**config.mk**
```make
export PLATFORM = sky130hd
export DESIGN_NAME = rtsc_cell
export DESIGN_NICKNAME = d
export VERILOG_FILES = /design/src/design/rtsc_pkg.sv /design/src/design/rtsc_cell.sv
export SDC_FILE = /design/constraint.sdc
export NUM_CORES = 1
export LEC_CHECK = 0
export BUFFER_PORTS_ARGS = -buffer_cell sky130_fd_sc_hd__buf_2
export CAP_MARGIN = 20
export CORE_UTILIZATION = 51
export DETAILED_ROUTE_END_ITERATION = 16
export PLACE_DENSITY = 0.78
export SLEW_MARGIN = 0
export SYNTH_ARGS = -nofsm -noshare
export SYNTH_HDL_FRONTEND = slang
export SYNTH_SLANG_ARGS = --single-unit
```
**constraint.sdc**
```tcl
create_clock -name clk_i -period 0.8 [get_ports clk_i]
set_clock_uncertainty 0.1 [all_clocks]
set_input_delay 0.12 -clock clk_i [delete_from_list [all_inputs] [get_ports clk_i]]
set_output_delay 0.12 -clock clk_i [all_outputs]
set_load 0.005 [all_outputs]
```
**src/design/rtsc_pkg.sv**
```systemverilog
// ----------------------------------------------------------------------------
// rtsc_pkg
// Types, codes and constants of the RGB template correlation search.
// ----------------------------------------------------------------------------
package rtsc_pkg;

  localparam int unsigned PIX_W      = 24;
  localparam int unsigned CHAN_W     = 8;
  localparam int unsigned NUM_CHAN   = 3;
  localparam int unsigned PSUM_W     = 18;
  localparam int unsigned OUT_SUM_W  = 28;
  localparam int unsigned OFS_W      = 8;
  localparam int unsigned COORD_W    = 7;
  localparam int unsigned CFG_IDX_W  = 3;
  localparam int unsigned CFG_DATA_W = 10;
  localparam int unsigned THR_W      = 10;
  localparam int unsigned PERMILLE   = 1000;

  localparam int unsigned DEF_MAX_SRC_W = 128;
  localparam int unsigned DEF_MAX_SRC_H = 128;
  localparam int unsigned DEF_MAX_PAT_W = 32;
  localparam int unsigned DEF_MAX_PAT_H = 32;

  localparam logic [7:0]       RST_SRC_W  = 8'd128;
  localparam logic [7:0]       RST_SRC_H  = 8'd128;
  localparam logic [5:0]       RST_PAT_W  = 6'd32;
  localparam logic [5:0]       RST_PAT_H  = 6'd32;
  localparam logic [THR_W-1:0] RST_THRESH = 10'd900;

  localparam logic [OFS_W-1:0] NO_OFS = 8'hFF;

  typedef enum logic [1:0] {
    CMD_PAT    = 2'd0,
    CMD_SRC    = 2'd1,
    CMD_SEARCH = 2'd2
  } cmd_e;

  typedef enum logic [1:0] {
    ST_EXACT     = 2'd0,
    ST_FOUND     = 2'd1,
    ST_NOT_FOUND = 2'd2
  } status_e;

  typedef enum logic [CFG_IDX_W-1:0] {
    REG_SRC_W  = 3'd0,
    REG_SRC_H  = 3'd1,
    REG_PAT_W  = 3'd2,
    REG_PAT_H  = 3'd3,
    REG_THRESH = 3'd4
  } reg_idx_e;

  typedef enum logic [2:0] {
    S_IDLE, S_AUTO, S_AUTO_DRAIN, S_SCAN, S_SCAN_DRAIN, S_EVAL, S_MULT, S_VERDICT
  } state_e;

  typedef struct packed {
    logic              valid;
    logic [PIX_W-1:0]  pat;
    logic [PIX_W-1:0]  src;
    logic [PSUM_W-1:0] psum;
  } cell_t;

endpackage

```
**src/design/rtsc_cell.sv**
```systemverilog
// ----------------------------------------------------------------------------
// rtsc_cell
// One colour channel product: add low byte product, pass pixels on shifted.
// ----------------------------------------------------------------------------
module rtsc_cell (
  input  logic                clk_i,
  input  logic                rst_ni,
  input  rtsc_pkg::cell_t     cell_i,
  output rtsc_pkg::cell_t     cell_o
);

  logic                          valid_q;
  logic [rtsc_pkg::PIX_W-1:0]    pat_q;
  logic [rtsc_pkg::PIX_W-1:0]    src_q;
  logic [rtsc_pkg::PSUM_W-1:0]   psum_q;
  logic [2*rtsc_pkg::CHAN_W-1:0] prod;

  assign prod = cell_i.pat[rtsc_pkg::CHAN_W-1:0] * cell_i.src[rtsc_pkg::CHAN_W-1:0];

  always_ff @(posedge clk_i or negedge rst_ni) begin
    if (!rst_ni) begin
      valid_q <= 1'b0;
    end else begin
      valid_q <= cell_i.valid;
    end
  end

  // shift so the next cell sees the next channel in its low byte
  always_ff @(posedge clk_i) begin
    pat_q  <= cell_i.pat >> rtsc_pkg::CHAN_W;
    src_q  <= cell_i.src >> rtsc_pkg::CHAN_W;
    psum_q <= cell_i.psum + rtsc_pkg::PSUM_W'(prod);
  end

  assign cell_o.valid = valid_q;
  assign cell_o.pat   = pat_q;
  assign cell_o.src   = src_q;
  assign cell_o.psum  = psum_q;

endmodule

```
# [Word level (Yosys, flattened, before mapping)]
# Cells that the tools add are included.
[word_totals] ff_bits=51 in_bits=69 output_inout_bits=67 elab_cells=6
[op_classes] addsub=1 mul=1
[op_table] cell="adder 18 x 16 -> 18 bit" count=1
[op_table] cell="multiplier 8 x 8 -> 16 bit" count=1

# [Logic depth before layout (Yosys ltp)]
[logic_depth] ltp_word=2 mapped_depth=15 mapped_depth_nobuf=15

# [Least setup slack after synthesis]
# OpenSTA, ideal clock, no wires.
[synth_path] path_kind="input-to-reg" from="input cell_i[23] (netlist name)" to="register psum_q[13] (netlist name)" setup_ns=0.095 arrival_time_ns=3.886 required_time_ns=0.605 setup_slack_ns=-3.282 path_stages=13 n_path_buf=0 path_cell_list="and2_1 > fa_1 > fa_1 > fa_1 > inv_1 > fa_1 > inv_1 > ha_1 > and2_4 > a311o_1 > o21a_1 > or4_1 > o311ai_1"
[synth_via] elab_chain_len=2
[synth_rtl] item="start, declared" line="rtsc_cell.sv:8" source="input rtsc_pkg::cell_t cell_i,"
[synth_rtl] item="multiplier 8 x 8 -> 16 bit" line="rtsc_cell.sv:18" source="assign prod = cell_i.pat[rtsc_pkg::CHAN_W-1:0] * cell_i.src[rtsc_pkg::CHAN_W-1:0];"
[synth_rtl] item="adder 18 x 16 -> 18 bit" line="rtsc_cell.sv:32" source="psum_q <= cell_i.psum + rtsc_pkg::PSUM_W'(prod);"
[synth_rtl] item="end signal, assigned" line="rtsc_cell.sv:32"
[synth_rtl] item="end, declared" line="rtsc_cell.sv:15" source="logic [rtsc_pkg::PSUM_W-1:0] psum_q;"
# Every way passes these cells.

# [Worst setup path after layout]
[layout_path] from="input cell_i[24] (netlist name)" to="register psum_q[13] (netlist name)"
# Same word-level chain as after synthesis.

==> impl_metrics.ini <==
[outcome]
status = complete, but fails checks
violations = hold timing, setup timing

[logic_synthesis]
synth_edf_count = 0
syn-mean-instance-area_um2 = 9.50
netlist.area_leader.share_pct = 25.9
async_flop_share_pct = 1.96
synthMostInstantiatedCell = inv_1
ys_types = 38
synth.yosys.seq_area_share_pct = 26.5
yosys.area.top_type = dfxtp_1
synth_warnings = 0
yosys_register_bits = 51
ys.flop_type = dfxtp_1
synth_area_um2 = 3870
netlist_instances = 407
netlist_top_cells_count = inv_1, dfxtp_1, fa_1
synthTopCellsByArea = dfxtp_1, fa_1, ha_1

[setup_path]
cp_max_fo = 8
startpoint_type = input port
critical_path_arrival_ps = 3910
required_ps = 920
critPathCaptureType = flop
critical_path_class = input port to flop

[sta]
drv_slew = 0
max_freq_ghz = 0.264
period_share_pct = 473
whs_ps = -62.9
finalCriticalPeriod_ps = 3780
fin_ws_ps = -2980
hold_viol = 1
setup_viol = 68
rsz0062_at_grt = true

[pwr]
seq_power_share_pct = 17.4
p_leak_nw = 3.17
ir_worst_vdd_v = 0.00307
cellPowerDensity_nw_per_um2 = 3100
comb_power_share_pct = 73.2
switchingPower_mw = 8.23
p_int_mw = 11.4
p_sw_share_pct = 41.8
p_clk_share_pct = 9.4

[route]
ant_nets = 0
wl_mm = 11.9
first_pass_iters = 4
dr_wl_met2_mm = 6.77
remaining_drc_errors = 0
avgRoutedWirePerCell_um = 16.4
first_iter_violations = 111
num_vias = 3568
routed_via_density = 4.92
topRoutingLayerUsed = met4
drt-met1-wl_mm = 4.25
wl_met3_um = 525

[floorplan]
row_count = 31
fp.dieArea_um2 = 7930
ios = 136
die_w_um = 89.1
core_um2 = 7290
fp.dieH_um = 89.1
start_util_pct = 53.0

[clock_network]
cts_tree = yes
cts.path.max_buffers = 2
path_clk_slew_ps = 100
htreeDepth = 2
cts-root-buf = clkbuf_8
cts_sinks = 51
cts_buffers = 5
cts_hold_repair.buffers = 34

[layout]
area_delta_synth_final_pct = 64.3
postLayoutCoreUtil_pct = 87.1
drive_above_1_share_pct = 48.1
diodes = 0
nets = 784
n_fill_cell = 372

[place]
io_buffers = 119
place_congestion = 0.816
dpl.hpwl_mm = 7.15
place_worst_setup_slack_ps = -3350

[global_routing]
overflow = 0
grt_pass1_vias = 3677
grt_pass1_wl_mm = 15.8
antenna_found_initial = 0
grt_max_degree = 17
track_usage_pct = 26.4

[min_path]
min_path_type = input port to flop

[flow_run]
maxCapViolCount = 0
==> placed cells by master (no fill, tap or decap), types with 7 or more instances in the layout <==
| cell | netlist | layout |
|---|---|---|
| dlygate4sd3_1 | 0 | 34 |
| buf_4 | 17 | 44 |
| nand2_1 | 39 | 24 |
| buf_2 | 0 | 80 |
| dfxtp_2 | 0 | 27 |
| ha_4 | 0 | 15 |
| inv_2 | 0 | 17 |
| xnor2_1 | 7 | 7 |
| fa_1 | 50 | 46 |
| and2_1 | 31 | 23 |
| dfxtp_1 | 50 | 23 |
| nor2_1 | 11 | 8 |
| buf_6 | 0 | 45 |
| nor3_1 | 9 | 8 |
| nand2_2 | 0 | 8 |
| ha_1 | 40 | 25 |
| and2_4 | 1 | 9 |
| conb_1 | 1 | 16 |
| inv_1 | 99 | 82 |
==> metrics by stage <==
| step | instances | total power, mW | TNS [ps] | cell area (µm²) | hold WS, ps |
|---|---|---|---|---|---|
| 6_report | 725 | 19.7 | -48120 | 6350 | -62.9 |
| 5_1_grt | 725 | 21.0 | -50810 | 6350 | -51.3 |
| 4_1_cts | 724 | 17.1 | -46770 | 5870 | -62.0 |
| 3_5_place_dp | 677 | 13.9 | -46970 | 5150 | -198 |
| 3_3_place_gp | 677 | 13.6 | -46320 | 5150 | -204 |
| 2_1_floorplan | 422 | 10.2 | -38430 | 4130 | -276 |
==> registers in the layout, indices dropped and copies added, names as in the netlist <==
signal and cells:
psum_q 18, src_q 16, pat_q 16, valid_q 1
==> critical path, cell delays in order <==
cell and delay (ps):
buf_4 140, nand2_2 70, fa_1 490, fa_1 550, inv_1 60, fa_1 530, inv_1 50, fa_1 380
inv_2 90, ha_4 210, and2_4 170, a311o_1 310, o21a_1 200, or4_4 430, o311ai_4 100
==> power by group through the flow <==
stage / clock network [mW] / registers, mW / logic, mW
2_1_floorplan: 0 / 3.40 / 6.75
3_3_place_gp: 0 / 3.31 / 10.3
3_5_place_dp: 0 / 3.32 / 10.6
4_1_cts: 1.84 / 3.27 / 12.0
5_1_grt: 1.95 / 3.46 / 15.6
6_report: 1.85 / 3.42 / 14.4
==> logic make-up (layout without fill, tap and decap cells) <==
group	count (synthesis)	after routing	synth area share (%)
xor+xnor	9	9	2.04
simple gates	105	105	13.6
buf+inv	117	321	13.0
fa+ha+maj	90	90	38.8
flops	51	51	26.5
other cells	1	16	0.0970
mux	1	1	0.291
compound gates	33	33	5.63
==> what timing repair did <==
action                                 in CTS  in global routing
setup buffers                               5                  2
endpoints found under the hold margin      35                  1
setup endpoints to repair                  69                 68
pin swaps                                  19                 20
resized for setup                          63                114
==> per-layer routing <==
| metal | up-vias | track usage [%] |
|---|---|---|
| met4 | 0 | 5.19 |
| met1 | 1766 | 27.2 |
| met5 | - | 0 |
| li1 | 1648 | - |
| met2 | 124 | 55.5 |
| met3 | 30 | 3.97 |
==> area by class of cell <==
| type | count | area (µm²) | share of cell area (%) |
|---|---|---|---|
| Clock buffer | 5 | 68.8 | 1.08 |
| Clock inverter | 3 | 43.8 | 0.689 |
| Inverter | 99 | 372 | 5.85 |
| Multi-Input combinational cell | 254 | 2920 | 45.9 |
| Sequential cell | 51 | 1060 | 16.7 |
| Tap cell | 99 | 124 | 1.95 |
| Timing Repair Buffer | 214 | 1770 | 27.8 |
==> final timing paths <==
check                            from  slack [ps]    endpoint  cells after the start
worst min-delay path        cell_i[0]         -60   psum_q[0]                      2
worst max-delay path       cell_i[24]       -2980  psum_q[13]                     15
min in group asynchronous      rst_ni          40     valid_q                      2
max in group asynchronous      rst_ni         480     valid_q                      2
No activity file was read; power rests on OpenSTA's default activity.
